$ cat src/rtl/core/mf3_pkg.sv
// ----------------------------------------------------------------------------
// mf3_pkg - shared types and constants of the 3x3 median filter
// pixel, window and queue item types, sorting network table and helper
// ----------------------------------------------------------------------------
package mf3_pkg;

    localparam int MAX_LINE    = 1024;
    localparam int MAX_LINES   = 4096;
    localparam int PIX_W       = 8;
    localparam int COL_W       = 10;
    localparam int ROW_W       = 12;
    localparam int FWIDTH_W    = 11;
    localparam int FHEIGHT_W   = 13;
    localparam int CFG_DATA_W  = 13;
    localparam int CFG_IDX_W   = 2;
    localparam int WIN_TAPS    = 9;
    localparam int MEDIAN_POS  = 4;
    localparam int NET_LEN     = 19;
    localparam int QUEUE_DEPTH = 4;
    localparam int QPTR_W      = $clog2(QUEUE_DEPTH);
    localparam int QCNT_W      = $clog2(QUEUE_DEPTH + 1);
    localparam int S_TDATA_W   = 8;
    localparam int M_TDATA_W   = 32;
    localparam int M_PAD_W     = M_TDATA_W - PIX_W - COL_W - ROW_W;

    typedef logic [CFG_IDX_W-1:0] cfg_index_t;
    localparam cfg_index_t CFG_FRAME_WIDTH  = cfg_index_t'(0);
    localparam cfg_index_t CFG_FRAME_HEIGHT = cfg_index_t'(1);

    typedef logic [PIX_W-1:0]             pixel_t;
    typedef logic [COL_W-1:0]             col_t;
    typedef logic [ROW_W-1:0]             row_t;
    typedef pixel_t [WIN_TAPS-1:0]        window_t;
    typedef logic [3:0]                   tap_idx_t;

    // frame geometry handed from the register block to the front end
    typedef struct packed {
        logic restart;
        col_t last_col;
        row_t last_row;
    } frame_cfg_t;

    // one complete window waiting for the median network
    typedef struct packed {
        window_t win;
        col_t    col;
        row_t    row;
        logic    done;
    } win_item_t;

    // 19-comparator median network: min goes to the first tap, max to the second
    localparam tap_idx_t NET_A [NET_LEN] = '{
        4'd1, 4'd4, 4'd7, 4'd0, 4'd3, 4'd6, 4'd1, 4'd4, 4'd7, 4'd0,
        4'd5, 4'd4, 4'd3, 4'd1, 4'd2, 4'd4, 4'd4, 4'd6, 4'd4
    };
    localparam tap_idx_t NET_B [NET_LEN] = '{
        4'd2, 4'd5, 4'd8, 4'd1, 4'd4, 4'd7, 4'd2, 4'd5, 4'd8, 4'd3,
        4'd8, 4'd7, 4'd6, 4'd4, 4'd5, 4'd7, 4'd2, 4'd4, 4'd2
    };

    // apply comparators first..last of the network to a window
    function automatic window_t sort_span(window_t w, int first, int last);
        window_t p;
        pixel_t  va;
        pixel_t  vb;
        p = w;
        for (int i = 0; i < NET_LEN; i++) begin
            if (i >= first && i <= last) begin
                va = p[NET_A[i]];
                vb = p[NET_B[i]];
                if (va > vb) begin
                    p[NET_A[i]] = vb;
                    p[NET_B[i]] = va;
                end
            end
        end
        return p;
    endfunction

endpackage

$ cat src/rtl/core/mf3_queue.sv
// ----------------------------------------------------------------------------
// mf3_queue - short window queue between front end and median network
// register-based fifo with first-word fall-through output
// ----------------------------------------------------------------------------
module mf3_queue (
    input  logic               aclk,
    input  logic               aresetn,
    input  logic               push,
    input  mf3_pkg::win_item_t push_item,
    output logic               full,
    input  logic               pop,
    output mf3_pkg::win_item_t pop_item,
    output logic               empty
);
    import mf3_pkg::*;

    win_item_t           entry_reg [QUEUE_DEPTH];
    logic [QPTR_W-1:0]   wr_ptr_reg, wr_ptr_next;
    logic [QPTR_W-1:0]   rd_ptr_reg, rd_ptr_next;
    logic [QCNT_W-1:0]   count_reg, count_next;

    assign full     = (count_reg == QCNT_W'(QUEUE_DEPTH));
    assign empty    = (count_reg == '0);
    assign pop_item = entry_reg[rd_ptr_reg];

    always_comb begin
        wr_ptr_next = wr_ptr_reg;
        rd_ptr_next = rd_ptr_reg;
        count_next  = count_reg;
        if (push) begin
            wr_ptr_next = (wr_ptr_reg == QPTR_W'(QUEUE_DEPTH - 1)) ? '0 : wr_ptr_reg + 1'b1;
        end
        if (pop) begin
            rd_ptr_next = (rd_ptr_reg == QPTR_W'(QUEUE_DEPTH - 1)) ? '0 : rd_ptr_reg + 1'b1;
        end
        if (push && !pop) begin
            count_next = count_reg + 1'b1;
        end else if (pop && !push) begin
            count_next = count_reg - 1'b1;
        end
    end

    always_ff @(posedge aclk) begin
        if (!aresetn) begin
            wr_ptr_reg <= '0;
            rd_ptr_reg <= '0;
            count_reg  <= '0;
        end else begin
            wr_ptr_reg <= wr_ptr_next;
            rd_ptr_reg <= rd_ptr_next;
            count_reg  <= count_next;
        end
    end

    always_ff @(posedge aclk) begin
        if (push) begin
            entry_reg[wr_ptr_reg] <= push_item;
        end
    end

    a_no_pop_empty: assert property (@(posedge aclk) disable iff (!aresetn)
        pop |-> !empty)
        else $error("pop from an empty queue");

    a_count_bound: assert property (@(posedge aclk) disable iff (!aresetn)
        count_reg <= QCNT_W'(QUEUE_DEPTH))
        else $error("queue fill count beyond depth");

    a_count_step: assert property (@(posedge aclk) disable iff (!aresetn)
        push && !pop |=> count_reg == $past(count_reg) + 1'b1)
        else $error("queue fill count did not follow a push");

endmodule

$ cat config.mk
export PLATFORM = sky130hd
export DESIGN_NAME = mf3_queue
export DESIGN_NICKNAME = d
export VERILOG_FILES = /design/src/rtl/core/mf3_pkg.sv /design/src/rtl/core/mf3_queue.sv
export SDC_FILE = /design/constraint.sdc
export NUM_CORES = 1
export LEC_CHECK = 0
export ABC_AREA = 1
export BUFFER_PORTS_ARGS = -buffer_cell sky130_fd_sc_hd__clkbuf_2
export CAP_MARGIN = 20
export CORE_ASPECT_RATIO = 0.75
export CORE_MARGIN = 2
export CORE_UTILIZATION = 35
export DETAILED_ROUTE_END_ITERATION = 6
export GPL_TIMING_DRIVEN = 0
export PLACE_DENSITY = 0.55
export SYNTH_ARGS = -nofsm -noshare
export SYNTH_HDL_FRONTEND = slang
export SYNTH_SLANG_ARGS = --single-unit
$ cat constraint.sdc
create_clock -name aclk -period 6.1 [get_ports aclk]
set_input_delay 0.61 -clock aclk [delete_from_list [all_inputs] [get_ports aclk]]
set_output_delay 0.61 -clock aclk [all_outputs]
set_load 0.01 [all_outputs]
After elaboration in Yosys (flattened, before gate mapping)
Memory sizes are Yosys's and may differ from the RTL's. A register that Yosys moved wholly into a read port is not among the register bits.
Index checks and enable logic that the tools add are counted.
{ "word_totals": {"reg_bits": 7, "mem_bits_rw": 380, "input_bits": 99, "out_inout_bits": 97, "elab_cells": 25, "mem_count": 1} }
{ "op_classes": {"n_addsub": 4, "n_eq_ne": 3, "n_mux": 8, "reduce_logical": 6} }
{ "mem_list": {"columns": ["name", "depth", "width", "read_ports", "rd_ports_with_merged_regs", "write_ports", "line_no", "text"], "rows": [
  ["entry_reg", 4, 95, 1, 1, 1, "mf3_queue.sv:17", "win_item_t entry_reg [QUEUE_DEPTH];"]
]} }
{ "ops": {"columns": ["operator", "n"], "rows": [
  ["$mux 2", 4],
  ["$mux 3", 2],
  ["$add 2x1->2 const B", 2],
  ["$eq 2x2->1 const B", 2],
  ["$add 3x1->3 const B", 1],
  ["$eq 3x3->1 const B", 1],
  ["$logic_not 3->1", 1],
  ["$sub 3x1->3 const B", 1],
  ["$logic_and 1x1->1", 2],
  ["$logic_not 1->1", 2],
  ["$mux 1", 2],
  ["$reduce_bool 2->1", 1]
]} }

Longest topological paths before layout
{ "logic_depth": {"depth_word": 4, "mapped_depth": 10, "mapped_depth_nobuf": 10} }

Worst setup path after synthesis
OpenSTA, ideal clock, no wires.
{ "synth_timing": {"path_type": "input port to flip-flop", "from": "in push", "to": "mem entry_reg[3][0] (netlist bit), enable pin", "t_arrival_ns": 2.482, "required_time_ns": 5.651, "setup_slack_ns": 3.169, "stages": 2, "cell_sequence": "nand2_1 inv_1"} }
{ "synth_between": {"elab_chain_cells": 2} }
{ "synth_rtl": {"columns": ["element", "line_no", "text"], "rows": [
  ["from (decl)", "mf3_queue.sv:8", "input logic push,"],
  ["$mux 1", "mf3_queue.sv:56", "if (push) begin"],
  ["$mux 1 (implied by the code)", "mf3_queue.sv:57", "entry_reg[wr_ptr_reg] <= push_item;"],
  ["to (decl)", "mf3_queue.sv:17", null]
]} }
No other way between the ends.

==> results.txt <==
- Post-CTS timing repair inserted 0 buffers for setup.
* Total CTS buffers: 40
* Vias after detailed routing: 8,761
- During synthesis, Yosys emitted a total of 0 warnings.
* Arrival @ worst endpoint: 2.25 ns
- RSZ-0062 raised after global routing: no
- Together, buffers and inverters on the worst path number 4.
- Critical path launch point type: flip-flop
- Number of sinks handled by clock tree synthesis: 389
- Slew HR: 63.75%
- The worst-case IR drop observed on VDD is 0.0002057 V.
* Sequence of cells on the critical path: inv_2, buf_4, buf_2, o21ai_1, o22ai_1, clkbuf_2
- Number of cells produced by synthesis: 977
* Master cell of the clock root buffer: sky130_fd_sc_hd__clkbuf_16
* Number of flip-flops under the largest register name: 380
- Number of detailed-routing iterations run before antenna repair: 5
- Clock latency at the later pin of the worst-skew pair: 0.54 ns
- After clock tree synthesis, the flow added hold-fix buffers numbering 0.
- After floorplanning, the core was sized to cover 40,840 sq um.
- Global-route wire length before repair: 53,220 microns
- The sequential cells in the finished layout cover a total of 11,590 sq um.
* Vias in the first global route: 8,696
- Setup violations remaining at the end of the flow were counted as 0.
- Number of flip-flops and latches in the synthesized netlist: 389
- Min cycle time layout: 2.857 ns
- STA puts the critical path data required time at 5.49 ns.
* Cell count of the worst hold path: 1
- The worst path meets setup with 3.243 ns of slack.
- The largest single stage delay on the critical path is 0.44 ns.
* Post-place setup slack: 3.622 ns
- Detail Placement HPWL: 21,530 microns
- The congestion estimate from routability-driven global placement came to 0.7496.
* GRT Resource Usage Total: 16.40%
* Static Leak: 6.219 nW
- In this run the register-to-register setup slack is 4.27 ns.
* Number of antenna violations at the first check in global routing: 4
* Synth-to-Final Area Change: 21.01%
* Antenna diode count: 0
* Wire length per cell after detailed routing: 20.22 microns
- Number of cells traversed by the worst register-to-register path: 4
- Num rows: 64
- Dividing total power by cell area gives a power density of 347.4 nW/um^2.
- Global-route congestion overflow total: 0
* Slew @ Worst Pin: 0.5438 ns
- Placed cells: 1,704
- Clock tree from TritonCTS: built
- The number of gates resized after CTS was 0.
- In this run the vertical extent of the chip is 180.4 microns.
* Mapped cell area: 14,520 sq um
- Cell taking the most area after synthesis: sky130_fd_sc_hd__edfxtp_1
- For this run, the register share of the synthesized area comes to 79.81%.
* Total count of max-transition violations in the final report: 0
* Classification of the worst setup path: flip-flop to output pin
* Post-CTS clock slew at the launch and capture registers of the worst setup and hold paths: 0.06 ns
- Dividing the detail-routed via count by the number of cells gives 4.933.
- Fraction of final layout cells sized beyond drive strength 1: 24.36%
* Max capacitance violation total: 0
- Violation count after the first detailed-route iteration: 551
- The H-tree was split into 2 levels.
- The die covers 43,160 sq um.
* # fillers: 3,745
* DRC Markers: 0
- The flow ran to the end, and the final reports show no timing, DRC or antenna violations.
- Top area cells in the synthesized netlist: sky130_fd_sc_hd__edfxtp_1 (79%), sky130_fd_sc_hd__o21ai_0 (6.2%), sky130_fd_sc_hd__nor2_1 (5.1%), sky130_fd_sc_hd__o22ai_1 (4.1%), sky130_fd_sc_hd__dfxtp_1 (1.2%)
- The min-delay analysis places its worst path in the category primary input to flip-flop.
- Starting density of the core: 35.56%
- Worst r2r src: wr_ptr_reg[0]$_SDFFE_PN0P_
- Mapped Avg Cell Area: 14.87 sq um
- Total negative slack: 0 ns
- Startpoint of the worst hold path: push_item[77]
* Worst reg2reg endpoint: entry_reg[3][17]$_DFFE_PP_
* Maximum buffer depth of the clock tree: 3
- Number of top-level design ports: 196
- Share of the clock period used by the worst path after layout: 46.83%
- Final cell count without fillers: 1,776
- On the critical path the largest part of the delay comes from buffers and inverters.
* Number of endpoints with negative hold slack in the final report: 0
- The path with the worst hold slack has its endpoint at entry_reg[3][77]$_DFFE_PP_.
- Timing would allow up to 0.3500 GHz.
- Crit path max-delay cell type: sky130_fd_sc_hd__dfxtp_1
- Post-synthesis net count: 1,083
* Routed wire length: 35,900 microns
- Setup Skew: 0.01659 ns
- The net count of the finished layout is 1,324.
* Area occupied by multi-input gates: 2484 sq um
- Of all nets on the critical path, the largest fanout is 10.
* Die width: 239.2 microns
- Number of distinct library cells after synthesis: 23
- In this run the remaining antenna-violating nets after routing total 0.
- Critical Path Sink Type: output pin
- The synthesized design devotes to its leading area cell type 78.57% of total area.
- Entering global routing, the biggest net connects 61 pins.
- Number of port buffers: 195
[cell families after synthesis]
logic type	count (synthesis)	synth area share, %
DFF	389	79.81
AOI/OAI and AO/OA	291	10.85
and+or+nand+nor	212	5.539
buffers and inverters	77	3.093
adders and majority gates	7	0.6547
xor gates and xnor gates	1	0.06031
[cells in the mapped netlist, drive strengths merged]
cell    number
clkbuf      29
buf         32
inv         16
nand2        8
nand3        1
nor3         4
edfxtp     380
nor2       198
xor2         1
o21ai      193
a21oi        3
nand4        1
ha           6
dfxtp        9
o22ai       95
fa           1
[where the power goes]
group          leakage [nW]  internal, mW  total (mW)  switching, mW
combinational          2.03         0.202       0.613          0.411
sequential             3.56          3.05        3.08         0.0270
clock                 0.627          1.41        2.41           1.00
[how the worst max path moves through the flow]
stage / start / end / slack, ns / cells past startpoint
detailed placement: flip-flop / pop_item[73] / 3.62 / 6
CTS: flip-flop / pop_item[73] / 3.04 / 6
global placement: push / entry_reg[0][37]$_DFFE_PP_ / 1.29 / 3
finish: flip-flop / pop_item[73] / 3.24 / 6
global route: flip-flop / pop_item[73] / 3.03 / 6
floorplan: push / entry_reg[3][0]$_DFFE_PP_ / 3.17 / 2
[final cells by class]
class	count	share of cell area, %
Sequential cell	389	65.95
Multi-Input combinational cell	511	14.13
Timing Repair Buffer	199	6.179
Clock buffer	49	6.008
Tap cell	528	3.759
Buffer	61	2.186
Clock inverter	23	1.303
Inverter	16	0.4841
[layer usage]
metal	track usage, %	part of all wire [%]	vias up
met5	0	0.075	-
met4	4.400	2.1	4
met3	4.182	6.4	62
met2	26.37	47	229
met1	22.14	45	4284
li1	-	-	4182
[cell usage in the layout, fill, tap and decap left out, types with 2 or more instances in the layout]
cell type / count
sky130_fd_sc_hd__a21oi_1: 3
sky130_fd_sc_hd__buf_16: 4
sky130_fd_sc_hd__buf_2: 16
sky130_fd_sc_hd__buf_4: 2
sky130_fd_sc_hd__buf_6: 13
sky130_fd_sc_hd__bufinv_16: 4
sky130_fd_sc_hd__clkbuf_1: 26
sky130_fd_sc_hd__clkbuf_16: 41
sky130_fd_sc_hd__clkbuf_2: 206
sky130_fd_sc_hd__clkinv_1: 8
sky130_fd_sc_hd__clkinv_2: 5
sky130_fd_sc_hd__dfxtp_1: 9
sky130_fd_sc_hd__edfxtp_1: 380
sky130_fd_sc_hd__ha_1: 6
sky130_fd_sc_hd__inv_1: 10
sky130_fd_sc_hd__inv_6: 8
sky130_fd_sc_hd__nand2_1: 8
sky130_fd_sc_hd__nor2_1: 198
sky130_fd_sc_hd__nor3_1: 4
sky130_fd_sc_hd__o21ai_0: 179
sky130_fd_sc_hd__o21ai_1: 14
sky130_fd_sc_hd__o22ai_1: 95
[stage by stage]
stage	utilization (%)	hold WS, ns	cell area (sq um)	power [mW]
6_report	43.04	0.2855	17580	6.107
5_1_grt	43.04	0.2680	17580	6.340
4_1_cts	43.04	0.2585	17580	6.182
3_5_place_dp	39.89	0.5393	16290	3.766
3_3_place_gp	39.57	0.5163	16160	3.765
2_1_floorplan	-	0.4897	14520	3.460
(Power assumes the default switching activity.)
