File: src/rtl/core/mf3_pkg.sv
// ----------------------------------------------------------------------------
// mf3_pkg - shared types and constants of the 3x3 median filter
// pixel, window and queue item types, sorting network table and helper
// ----------------------------------------------------------------------------
package mf3_pkg;

    localparam int MAX_LINE    = 1024;
    localparam int MAX_LINES   = 4096;
    localparam int PIX_W       = 8;
    localparam int COL_W       = 10;
    localparam int ROW_W       = 12;
    localparam int FWIDTH_W    = 11;
    localparam int FHEIGHT_W   = 13;
    localparam int CFG_DATA_W  = 13;
    localparam int CFG_IDX_W   = 2;
    localparam int WIN_TAPS    = 9;
    localparam int MEDIAN_POS  = 4;
    localparam int NET_LEN     = 19;
    localparam int QUEUE_DEPTH = 4;
    localparam int QPTR_W      = $clog2(QUEUE_DEPTH);
    localparam int QCNT_W      = $clog2(QUEUE_DEPTH + 1);
    localparam int S_TDATA_W   = 8;
    localparam int M_TDATA_W   = 32;
    localparam int M_PAD_W     = M_TDATA_W - PIX_W - COL_W - ROW_W;

    typedef logic [CFG_IDX_W-1:0] cfg_index_t;
    localparam cfg_index_t CFG_FRAME_WIDTH  = cfg_index_t'(0);
    localparam cfg_index_t CFG_FRAME_HEIGHT = cfg_index_t'(1);

    typedef logic [PIX_W-1:0]             pixel_t;
    typedef logic [COL_W-1:0]             col_t;
    typedef logic [ROW_W-1:0]             row_t;
    typedef pixel_t [WIN_TAPS-1:0]        window_t;
    typedef logic [3:0]                   tap_idx_t;

    // frame geometry handed from the register block to the front end
    typedef struct packed {
        logic restart;
        col_t last_col;
        row_t last_row;
    } frame_cfg_t;

    // one complete window waiting for the median network
    typedef struct packed {
        window_t win;
        col_t    col;
        row_t    row;
        logic    done;
    } win_item_t;

    // 19-comparator median network: min goes to the first tap, max to the second
    localparam tap_idx_t NET_A [NET_LEN] = '{
        4'd1, 4'd4, 4'd7, 4'd0, 4'd3, 4'd6, 4'd1, 4'd4, 4'd7, 4'd0,
        4'd5, 4'd4, 4'd3, 4'd1, 4'd2, 4'd4, 4'd4, 4'd6, 4'd4
    };
    localparam tap_idx_t NET_B [NET_LEN] = '{
        4'd2, 4'd5, 4'd8, 4'd1, 4'd4, 4'd7, 4'd2, 4'd5, 4'd8, 4'd3,
        4'd8, 4'd7, 4'd6, 4'd4, 4'd5, 4'd7, 4'd2, 4'd4, 4'd2
    };

    // apply comparators first..last of the network to a window
    function automatic window_t sort_span(window_t w, int first, int last);
        window_t p;
        pixel_t  va;
        pixel_t  vb;
        p = w;
        for (int i = 0; i < NET_LEN; i++) begin
            if (i >= first && i <= last) begin
                va = p[NET_A[i]];
                vb = p[NET_B[i]];
                if (va > vb) begin
                    p[NET_A[i]] = vb;
                    p[NET_B[i]] = va;
                end
            end
        end
        return p;
    endfunction

endpackage

File: src/rtl/core/mf3_back.sv
// ----------------------------------------------------------------------------
// mf3_back - pipelined median network and result register
// three comparator stages, the last one is the output register
// ----------------------------------------------------------------------------
module mf3_back (
    input  logic                             aclk,
    input  logic                             aresetn,
    input  mf3_pkg::win_item_t               q_item,
    input  logic                             q_empty,
    output logic                             q_pop,
    output logic                             m_tvalid,
    input  logic                             m_tready,
    output logic [mf3_pkg::M_TDATA_W-1:0]    m_tdata,
    output logic                             m_tlast
);
    import mf3_pkg::*;

    win_item_t s1_reg, s2_reg;
    window_t   s3_win;
    logic      v1_reg, v2_reg, m_valid_reg;
    pixel_t    median_reg;
    col_t      col_reg;
    row_t      row_reg;
    logic      done_reg;
    logic      adv;

    // whole pipeline moves when the result register is free or being taken
    assign adv   = !m_valid_reg || m_tready;
    assign q_pop = adv && !q_empty;
    assign s3_win = sort_span(s2_reg.win, 12, NET_LEN - 1);

    always_ff @(posedge aclk) begin
        if (!aresetn) begin
            v1_reg      <= 1'b0;
            v2_reg      <= 1'b0;
            m_valid_reg <= 1'b0;
        end else if (adv) begin
            v1_reg      <= q_pop;
            v2_reg      <= v1_reg;
            m_valid_reg <= v2_reg;
        end
    end

    always_ff @(posedge aclk) begin
        if (adv) begin
            s1_reg.win  <= sort_span(q_item.win, 0, 5);
            s1_reg.col  <= q_item.col;
            s1_reg.row  <= q_item.row;
            s1_reg.done <= q_item.done;
            s2_reg.win  <= sort_span(s1_reg.win, 6, 11);
            s2_reg.col  <= s1_reg.col;
            s2_reg.row  <= s1_reg.row;
            s2_reg.done <= s1_reg.done;
            median_reg  <= s3_win[MEDIAN_POS];
            col_reg     <= s2_reg.col;
            row_reg     <= s2_reg.row;
            done_reg    <= s2_reg.done;
        end
    end

    assign m_tvalid = m_valid_reg;
    assign m_tdata  = {{M_PAD_W{1'b0}}, row_reg, col_reg, median_reg};
    assign m_tlast  = done_reg;

    a_pop_enters: assert property (@(posedge aclk) disable iff (!aresetn)
        q_pop |=> v1_reg)
        else $error("popped window missing from first stage");

    a_stage_reaches_out: assert property (@(posedge aclk) disable iff (!aresetn)
        v2_reg && adv |=> m_valid_reg)
        else $error("last network stage did not reach the result register");

    a_no_pop_stalled: assert property (@(posedge aclk) disable iff (!aresetn)
        m_valid_reg && !m_tready |-> !q_pop)
        else $error("queue popped while the result is held");

endmodule

File: config.mk
export PLATFORM = sky130hd
export DESIGN_NAME = mf3_back
export DESIGN_NICKNAME = d
export VERILOG_FILES = /design/src/rtl/core/mf3_pkg.sv /design/src/rtl/core/mf3_back.sv
export SDC_FILE = /design/constraint.sdc
export NUM_CORES = 1
export LEC_CHECK = 0
export BUFFER_PORTS_ARGS = -buffer_cell sky130_fd_sc_hd__buf_2
export CAP_MARGIN = 20
export CORE_ASPECT_RATIO = 1.2
export CORE_UTILIZATION = 60
export DETAILED_ROUTE_END_ITERATION = 10
export PLACE_DENSITY = 0.92
export SYNTH_ARGS = -nofsm -noshare
export SYNTH_HDL_FRONTEND = slang
export SYNTH_SLANG_ARGS = --single-unit
File: constraint.sdc
create_clock -name aclk -period 23.6 [get_ports aclk]
set_clock_uncertainty 0.2 [all_clocks]
set_input_delay 7.08 -clock aclk [delete_from_list [all_inputs] [get_ports aclk]]
set_output_delay 7.08 -clock aclk [all_outputs]
set_load 0.01 [all_outputs]
# == After elaboration in Yosys (flattened, before gate mapping) ==
# Cells that the tools add are included.
# classes
addsub,0
mul,0
div,0
order_cmp,19
eq_ne,0
shifts,0
mux,26
bitwise,0
reduce_logical,4
# ops
cell,count
16-bit 2-to-1 mux,14
8-bit > comparator,19
8-bit 2-to-1 mux,12
1-bit logical NOT,2
1-bit logical AND,1
1-bit logical OR,1
# word_totals
register_bits,208
latch_bits,0
ram_bits,0
romBits,0
input_bits,99
out_inout_bits,35
word_cells,78
memories,0

# == Longest topological paths before layout ==
# Gate-level depths: netlist of the first run.
# logic_depth
word_depth,10
mapped_depth,42
mapped_depth_nobuf,40

# == Worst setup path before layout of the first run ==
# OpenSTA, ideal clock, no wires.
# synth_path
kind,input port to output port
from,in m_tready
to,out q_pop
arrival_time_ns,7.454
t_required_ns,16.320
slack_ns,8.866
path_stages,2
n_path_buf,0
cell_sequence,nor2b_1 nor2_1
# synth_between
elab_chain_cells,2
# synth_lines
item,line_no,rtl
start: declaration,mf3_back.sv:12,"input logic m_tready,"
1-bit logical OR,mf3_back.sv:28,assign adv = !m_valid_reg || m_tready;
1-bit logical AND,mf3_back.sv:29,assign q_pop = adv && !q_empty;
end: declaration,mf3_back.sv:10,"output logic q_pop,"
# Every way passes these cells.

# == Worst setup path after layout of the first run ==
# Ends and elaborated chain as after synthesis.

==> results of run 1 <==
==> kinds of logic (layout without fill, tap and decap cells) <==
family / count (synthesis) / after routing
compound gates: 200 / 200
fa+ha+maj: 151 / 151
buf+inv: 155 / 310
flops: 208 / 208
mux: 183 / 183
other cells: 1 / 2
simple gates: 167 / 167
==> worst min path at each step <==
stage,end,slack [ns],from,cells past startpoint
4_1_cts,row_reg[5],0.22,s2_reg[6],0
3_3_place_gp,row_reg[6],0.20,s2_reg[7],0
3_5_place_dp,row_reg[5],0.20,s2_reg[6],0
2_1_floorplan,col_reg[0],0.20,s2_reg[13],0
6_report,row_reg[5],0.22,s2_reg[6],0
5_1_grt,row_reg[5],0.22,s2_reg[6],0
==> layer usage <==
| layer | part of all wire (%) | vias up | global-route usage, % |
|---|---|---|---|
| met4 | 5.9 | 0 | 14.8 |
| met1 | 38 | 4168 | 28.8 |
| met2 | 51 | 351 | 44.9 |
| met3 | 4.9 | 110 | 3.11 |
| li1 | - | 4204 | - |
| met5 | 0 | - | 0 |
==> stage by stage <==
step | worst slack (ns) | area (um^2) | util, % | hold slack (ns)
floorplan | 8.87 | 12700 | - | 0.200
global placement | 8.47 | 13600 | 66.6 | 0.201
detailed placement | 8.42 | 13600 | 66.6 | 0.205
CTS | 8.42 | 14400 | 70.4 | 0.217
global route | 8.33 | 14400 | 70.5 | 0.224
finish | 8.44 | 14400 | 70.5 | 0.217
==> placed cells by master, fill, tap and decap left out, drive strengths merged, types with 21 or more instances in the layout <==
cell | synthesis | final
nand3 | 24 | 24
mux2i | 112 | 112
nor2b | 21 | 21
o21ai | 60 | 60
mux2 | 71 | 71
ha | 151 | 151
nand2 | 38 | 38
a21oi | 71 | 71
buf | 7 | 139
nor2 | 42 | 42
o21a | 26 | 26
edfxtp | 205 | 205
inv | 132 | 134
clkbuf | 16 | 26
==> worst max-delay path, cell delays in order <==
cell	delay (ns)
buf_2	0.09
nor2b_1	0.43
nor2_1	0.11
buf_2	0.16
==> area by class of cell <==
class | instances | area, um^2
Fill cell | 1283 | 6030
Sequential cell | 208 | 6220
Tap cell | 265 | 332
Timing Repair Buffer | 139 | 736
Inverter | 132 | 500
Multi-Input combinational cell | 703 | 5880
Clock inverter | 13 | 206
Clock buffer | 26 | 566
==> impl_metrics.tcl, run 1 <==
set metrics [dict create \
    root_buffer "clkbuf_16" \
    antenna_left 0 \
    period_needed_ns 15.16 \
    grt_start_max_net_pins 135 \
    insertion_delay_ns 0.51 \
    r2r_start "s2_reg[32]" \
    dp.cells 1446 \
    synth_simple_gate_area_share_pct 6.61 \
    synth.avg_cell_area_um2 11.9 \
    routabilityCongestion 0.880 \
    yosysSeqAreaShare_pct 49.0 \
    clkTransAtPathRegs_ns 0.06 \
    finalWirelength_um 27300 \
    ctsHtreeMaxLevel 1 \
    rows 57 \
    io_pins 134 \
    synth_mux_area_share_pct 15.1 \
    grt_pass1_wl_um 43100 \
    insertedDiodeCount 0 \
    grt.total_usage_pct 25.2 \
    clk_path_buf_depth 3 \
    die_x_um 135 \
    grt_pass1_vias 8810 \
    synth_top_area_share_pct 48.5 \
    worstPathRequired_ns 16.32 \
    hp-class "flip-flop to flip-flop" \
    max_freq_ghz 0.0659 \
    final_cell_count_no_fill 1486 \
    cts.hold.buffers_added 0 \
    synth_area_leaders "edfxtp_1 49%, ha_1 15%, mux2i_1 8.8%" \
    tritoncts "yes" \
    drt_first_pass_iters 5 \
    synthTopCellsByCount "205 x edfxtp_1, 151 x ha_1, 132 x inv_1, 112 x mux2i_1" \
    hold_viol 0 \
    critPathLaunch "m_tready" \
    status "finished, final reports clean" \
    yosysTopAreaCell "edfxtp_1" \
    rsz0062_at_grt "no" \
    yosys_warnings 0 \
    setup_violations 0 \
    slew_headroom_pct 35.8 \
    synth_top_family_by_area "multiplexers" \
    synthCells 1065 \
    fp.coreArea_um2 20500 \
    port_buffers 131 \
    synthXorXnorAreaFrac_pct 0 \
    dieArea_um2 21700 \
    rr_worst_depth 36 \
    antenna_found_initial 0 \
    grt-ovfl-total 0 \
    synth_edf_count 205 \
    start_util_pct 62.0 \
    post-cts-setup-buffers 0 \
    syn_area_um2 12700 \
    synth_top_flop_cell "edfxtp_1" \
    drt-initial-drc-count 687 \
    post_drt_wl_per_cell_um 18.3 \
    dpl.hpwl_um 19700 \
    largest_register_ffs 95 \
    end_kind "primary output" \
    r2r_slack_ns 13.90 \
    cts_buffers 22 \
    arrival_ns 7.88 \
    post_cts_resized 0 \
    crit_path_max_fanout 5 \
    fp.dieH_um 161 \
    cp-start-kind "input port" \
    endpoint "q_pop" \
    rr_endpoint "median_reg[7]" \
    num_vias 8833 \
    layout.nets 1456 \
    fin_setup_tns_ns 0 \
    finalMaxSlewViolations 0 \
    syn_to_final_growth_pct 13.8 \
    synth_fa_ha_area_share_pct 14.9 \
    period_share_pct 64.3 \
    drc 0 \
    critPathKind "input port to primary output" \
    viasPerCell 5.94 \
    drive_above_1_share_pct 20.7 \
    ys_types 47 \
    ys_seq_elements 208 \
    clock_sinks 208 \
    post-synth-top-count-cell "edfxtp_1" \
    worst_pin_slew_ns 0.962 \
    synth_compound_area_share_pct 9.68 \
    ys_async_sr_fraction_pct 0 \
    drv_cap 0 \
]
Power of run 1 is left out: the tool's default activity adds up to more than one toggle a clock period on the data nets, which glitch-free logic cannot reach.
==> run 2: changes to the inputs <==
==> constraint.sdc (replaced) <==
create_clock -name aclk -period 15.4 [get_ports aclk]
set_clock_uncertainty 0.2 [all_clocks]
set_input_delay 4.62 -clock aclk [delete_from_list [all_inputs] [get_ports aclk]]
set_output_delay 4.62 -clock aclk [all_outputs]
set_load 0.01 [all_outputs]
==> run 2 against run 1 <==
  * Final cell count fell by 0.27%
  * Critical path depth unchanged
  * Sequential share of layout area up 0.44 points
  * Global-route usage down 0.67 points
  * Hold slack is essentially flat
  * Utilization shrank 0.71 points
  * First-iteration DRC count decreased by 23%
  * Cell area shrank 1.0%
  * Register-to-register slack got worse by 8.0 ns
  * Critical endpoint unchanged
  * Highest routed layer unchanged
==> impl_metrics.tcl, run 2 (same netlist as run 1, synthesis figures left out) <==
set metrics [dict create \
    status "finished, final reports clean" \
    period_needed_ns 10.25 \
    grt_pass1_vias 8819 \
    fp.dieH_um 161 \
    routabilityCongestion 0.873 \
    dpl.hpwl_um 19900 \
    clkTransAtPathRegs_ns 0.06 \
    grt-ovfl-total 0 \
    max_freq_ghz 0.0975 \
    drt_first_pass_iters 5 \
    fp.coreArea_um2 20500 \
    end_kind "primary output" \
    post_cts_resized 0 \
    rows 57 \
    critPathKind "input port to primary output" \
    fin_setup_tns_ns 0 \
    num_vias 8682 \
    worstPathRequired_ns 10.58 \
    final_cell_mix "205 x edfxtp_1, 151 x ha_1, 131 x inv_1, 131 x buf_2, 112 x mux2i_1" \
    arrival_ns 5.43 \
    drv_cap 0 \
    rsz0062_at_grt "no" \
    cp-start-kind "input port" \
    setup_violations 0 \
    drt-initial-drc-count 532 \
    cts.hold.buffers_added 0 \
    insertion_delay_ns 0.49 \
    hold_viol 0 \
    viasPerCell 5.86 \
    final_common_cell "edfxtp_1" \
    worst_pin_slew_ns 0.962 \
    insertedDiodeCount 0 \
    tritoncts "yes" \
    start_util_pct 62.0 \
    root_buffer "clkbuf_16" \
    largest_register_ffs 95 \
    slew_headroom_pct 35.8 \
    grt_start_max_net_pins 132 \
    io_pins 134 \
    layout.nets 1454 \
    drc 0 \
    post_drt_wl_per_cell_um 17.7 \
    antenna_found_initial 0 \
    grt.total_usage_pct 24.5 \
    hp-class "flip-flop to flip-flop" \
    clock_sinks 208 \
    finalWirelength_um 26300 \
    post-cts-setup-buffers 0 \
    cts_buffers 20 \
    port_buffers 131 \
    syn_to_final_growth_pct 12.7 \
    grt_pass1_wl_um 42000 \
    antenna_left 0 \
    finalMaxSlewViolations 0 \
    ctsHtreeMaxLevel 1 \
    period_share_pct 66.6 \
    drive_above_1_share_pct 20.5 \
    dieArea_um2 21700 \
    die_x_um 135 \
    clk_path_buf_depth 3 \
    crit_path_max_fanout 5 \
]
==> run 2: changes by cell type in the layout (fill, tap and decap cells not counted) <==
cell | previous run | this run
bufinv_16 | 5 | 1
clkbuf_1 | 4 | 2
clkbuf_16 | 22 | 21
clkinv_1 | 2 | 3
clkinv_2 | 3 | 4
clkinv_4 | 0 | 1
clkinv_8 | 1 | 0
clkinvlp_4 | 0 | 2
inv_6 | 3 | 2
==> run 2: layout make-up <==
class                      instances  area, um^2
sequential                       208        6220
fill                            1318        6170
multi-input combinational        703        5880
timing repair buffer             139         736
clock buffer                      23         533
inverter                         132         500
tap                              265         332
clock inverter                    12        93.8
==> run 2: critical path, stage by stage <==
cell     delay (ns)
buf_2          0.10
nor2b_1        0.44
nor2_1         0.12
buf_2          0.17
==> run 2: metal layers <==
layer	routed length [um]	vias up	part of all wire (%)	track usage [%]
met4	1280	0	4.9	12.5
met5	0	-	0	0
li1	-	4190	-	-
met3	1140	91	4.3	2.89
met2	13900	302	53	45.6
met1	9970	4099	38	27.2
==> run 2: final timing paths <==
check        startpoint             to  slack [ns]  cells past startpoint
max            m_tready          q_pop        5.15                      4
min          s1_reg[21]     s2_reg[21]        0.22                      0
max reg2reg  s2_reg[61]  median_reg[6]        5.90                     36
min reg2reg  s1_reg[21]     s2_reg[21]        0.22                      0
==> run 2: through the flow <==
stage	instance area (um^2)	hold slack, ns	std cells	setup slack, ns	util (%)
floorplan	12700	0.200	1066	5.59	-
global placement	13600	0.200	1446	5.19	66.6
detailed placement	13600	0.205	1446	5.15	66.6
CTS	14300	0.219	1481	5.15	69.7
global route	14300	0.225	1482	5.07	69.8
finish	14300	0.218	1482	5.15	69.8
Power of run 2 is left out for the same reason.
==> run 3: changes to the inputs <==
==> constraint.sdc (replaced) <==
create_clock -name aclk -period 10 [get_ports aclk]
set_clock_uncertainty 0.2 [all_clocks]
set_input_delay 3 -clock aclk [delete_from_list [all_inputs] [get_ports aclk]]
set_output_delay 3 -clock aclk [all_outputs]
set_load 0.01 [all_outputs]
==> run 3 against run 2 <==
  * Final cell count increased by 0.20%
  * Register-to-register slack lost 5.3 ns
  * Count of clock-buffer cells in the layout increased by 4
  * Sequential cell count stayed put
  * Utilization grew 0.12 points
  * Critical path depth up 32
  * Global-route usage up 0.72 points
  * Non-clock buffer count is the same
  * Setup slack got worse by 4.6 ns
  * Via count shrank 0.50%
  * Hold slack worse by 0.0029 ns
  * Cell area increased by 0.17%
  * Critical endpoint is now median_reg[6]
  * Largest cell class unchanged
  * Highest routed layer unchanged
==> impl_metrics.tcl, run 3 (same netlist as run 1, synthesis figures left out) <==
set metrics [dict create \
    status "finished, final reports clean" \
    start_util_pct 62.0 \
    root_buffer "clkbuf_16" \
    finalWirelength_um 26900 \
    crit_path_max_fanout 15 \
    routabilityCongestion 0.898 \
    arrival_ns 9.46 \
    antenna_left 0 \
    ctsHtreeMaxLevel 1 \
    finalMaxSlewViolations 0 \
    worstPathRequired_ns 10.06 \
    insertion_delay_ns 0.51 \
    port_buffers 131 \
    fp.coreArea_um2 20500 \
    antenna_found_initial 0 \
    period_needed_ns 9.41 \
    cp-start-kind "flip-flop" \
    critPathKind "flip-flop to flip-flop" \
    hold_path_depth 0 \
    dpl.hpwl_um 20500 \
    rr_worst_depth 36 \
    cts_buffers 21 \
    worst_pin_slew_ns 0.947 \
    drv_cap 0 \
    clk_path_buf_depth 3 \
    layout.nets 1455 \
    fp.dieH_um 161 \
    drive_above_1_share_pct 20.7 \
    clkTransAtPathRegs_ns 0.07 \
    grt-ovfl-total 0 \
    hp-class "flip-flop to flip-flop" \
    cts.hold.buffers_added 0 \
    whs_ns 0.215 \
    end_kind "flip-flop" \
    slew_headroom_pct 36.4 \
    final_cell_mix "205 x edfxtp_1, 151 x ha_1, 131 x inv_1, 131 x buf_2, 112 x mux2i_1" \
    r2r_slack_ns 0.59 \
    rows 57 \
    post_drt_wl_per_cell_um 18.1 \
    tritoncts "yes" \
    r2r_start "s2_reg[32]" \
    rr_endpoint "median_reg[6]" \
    max_stage_delay_ns 0.57 \
    die_x_um 135 \
    insertedDiodeCount 0 \
    drt_first_pass_iters 5 \
    syn_to_final_growth_pct 12.8 \
    rsz0062_at_grt "no" \
    grt.total_usage_pct 25.2 \
    num_vias 8639 \
    max_freq_ghz 0.106 \
    io_pins 134 \
    dieArea_um2 21700 \
    post_cts_resized 0 \
    viasPerCell 5.82 \
    period_share_pct 94.1 \
    grt_pass1_vias 8707 \
    grt_pass1_wl_um 42700 \
    final_common_cell "edfxtp_1" \
    drt-initial-drc-count 581 \
    clock_sinks 208 \
    hold_viol 0 \
    hold_start "s1_reg[1]" \
    cpMostUsedCell "ha_1" \
    grt_start_max_net_pins 89 \
    largest_register_ffs 95 \
    cpMaxStageDelayCell "o31ai_4" \
    setup_violations 0 \
    fin_setup_tns_ns 0 \
    whs_endpoint "s2_reg[1]" \
    drc 0 \
    post-cts-setup-buffers 0 \
]
## run 3: cell count changes in the layout (fill, tap and decap cells not counted), sizes merged
cell,delta
clkinvlp,+1
clkinv,-2
clkbuf,+4
## run 3: through the flow
step / util (%) / cell area [um^2] / setup WS (ns) / instances
after floorplan: - / 12700 / 1.59 / 1066
after global placement: 66.7 / 13600 / 1.09 / 1447
after detailed placement: 66.7 / 13600 / 0.790 / 1447
after CTS: 70.0 / 14300 / 0.719 / 1485
after global routing: 70.0 / 14300 / 0.0145 / 1485
final: 70.0 / 14300 / 0.592 / 1485
## run 3: worst max-delay path by stage
stage / start / end / slack (ns) / cells after the start
2_1_floorplan: s2_reg[32] / median_reg[5] / 1.59 / 39
3_3_place_gp: s2_reg[32] / median_reg[5] / 1.09 / 36
3_5_place_dp: s2_reg[32] / median_reg[6] / 0.79 / 36
4_1_cts: s2_reg[32] / median_reg[6] / 0.72 / 36
5_1_grt: s2_reg[32] / median_reg[6] / 0.01 / 36
6_report: s2_reg[32] / median_reg[6] / 0.59 / 36
## run 3: per-layer routing
layer  up-vias  global-route usage [%]  share of wire, %
li1       4202                       -                 -
met4         0                    12.2               4.5
met3        73                    2.92               3.9
met5         -                       0                 0
met1      4110                    27.9                38
met2       254                    47.4                54
## run 3: layout make-up
cell class / instances / area (um^2)
multi-input cells: 703 / 5880
clock buffers: 27 / 578
fillers: 1339 / 6150
flip-flops and latches: 208 / 6220
well taps: 265 / 332
inverters: 132 / 500
clock inverters: 11 / 92.6
repair buffers: 139 / 716
## run 3: worst max-delay path, delay by kind of cell, from the launching register on
kind,cells,cell delay (ns)
AO/OA/AOI/OAI,18,3.99
AND/OR/NAND/NOR,9,1.58
adder cells (fa/ha/maj),5,1.49
multiplexers,4,1.48
flip-flops,1,0.41
Power of run 3 is left out for the same reason.
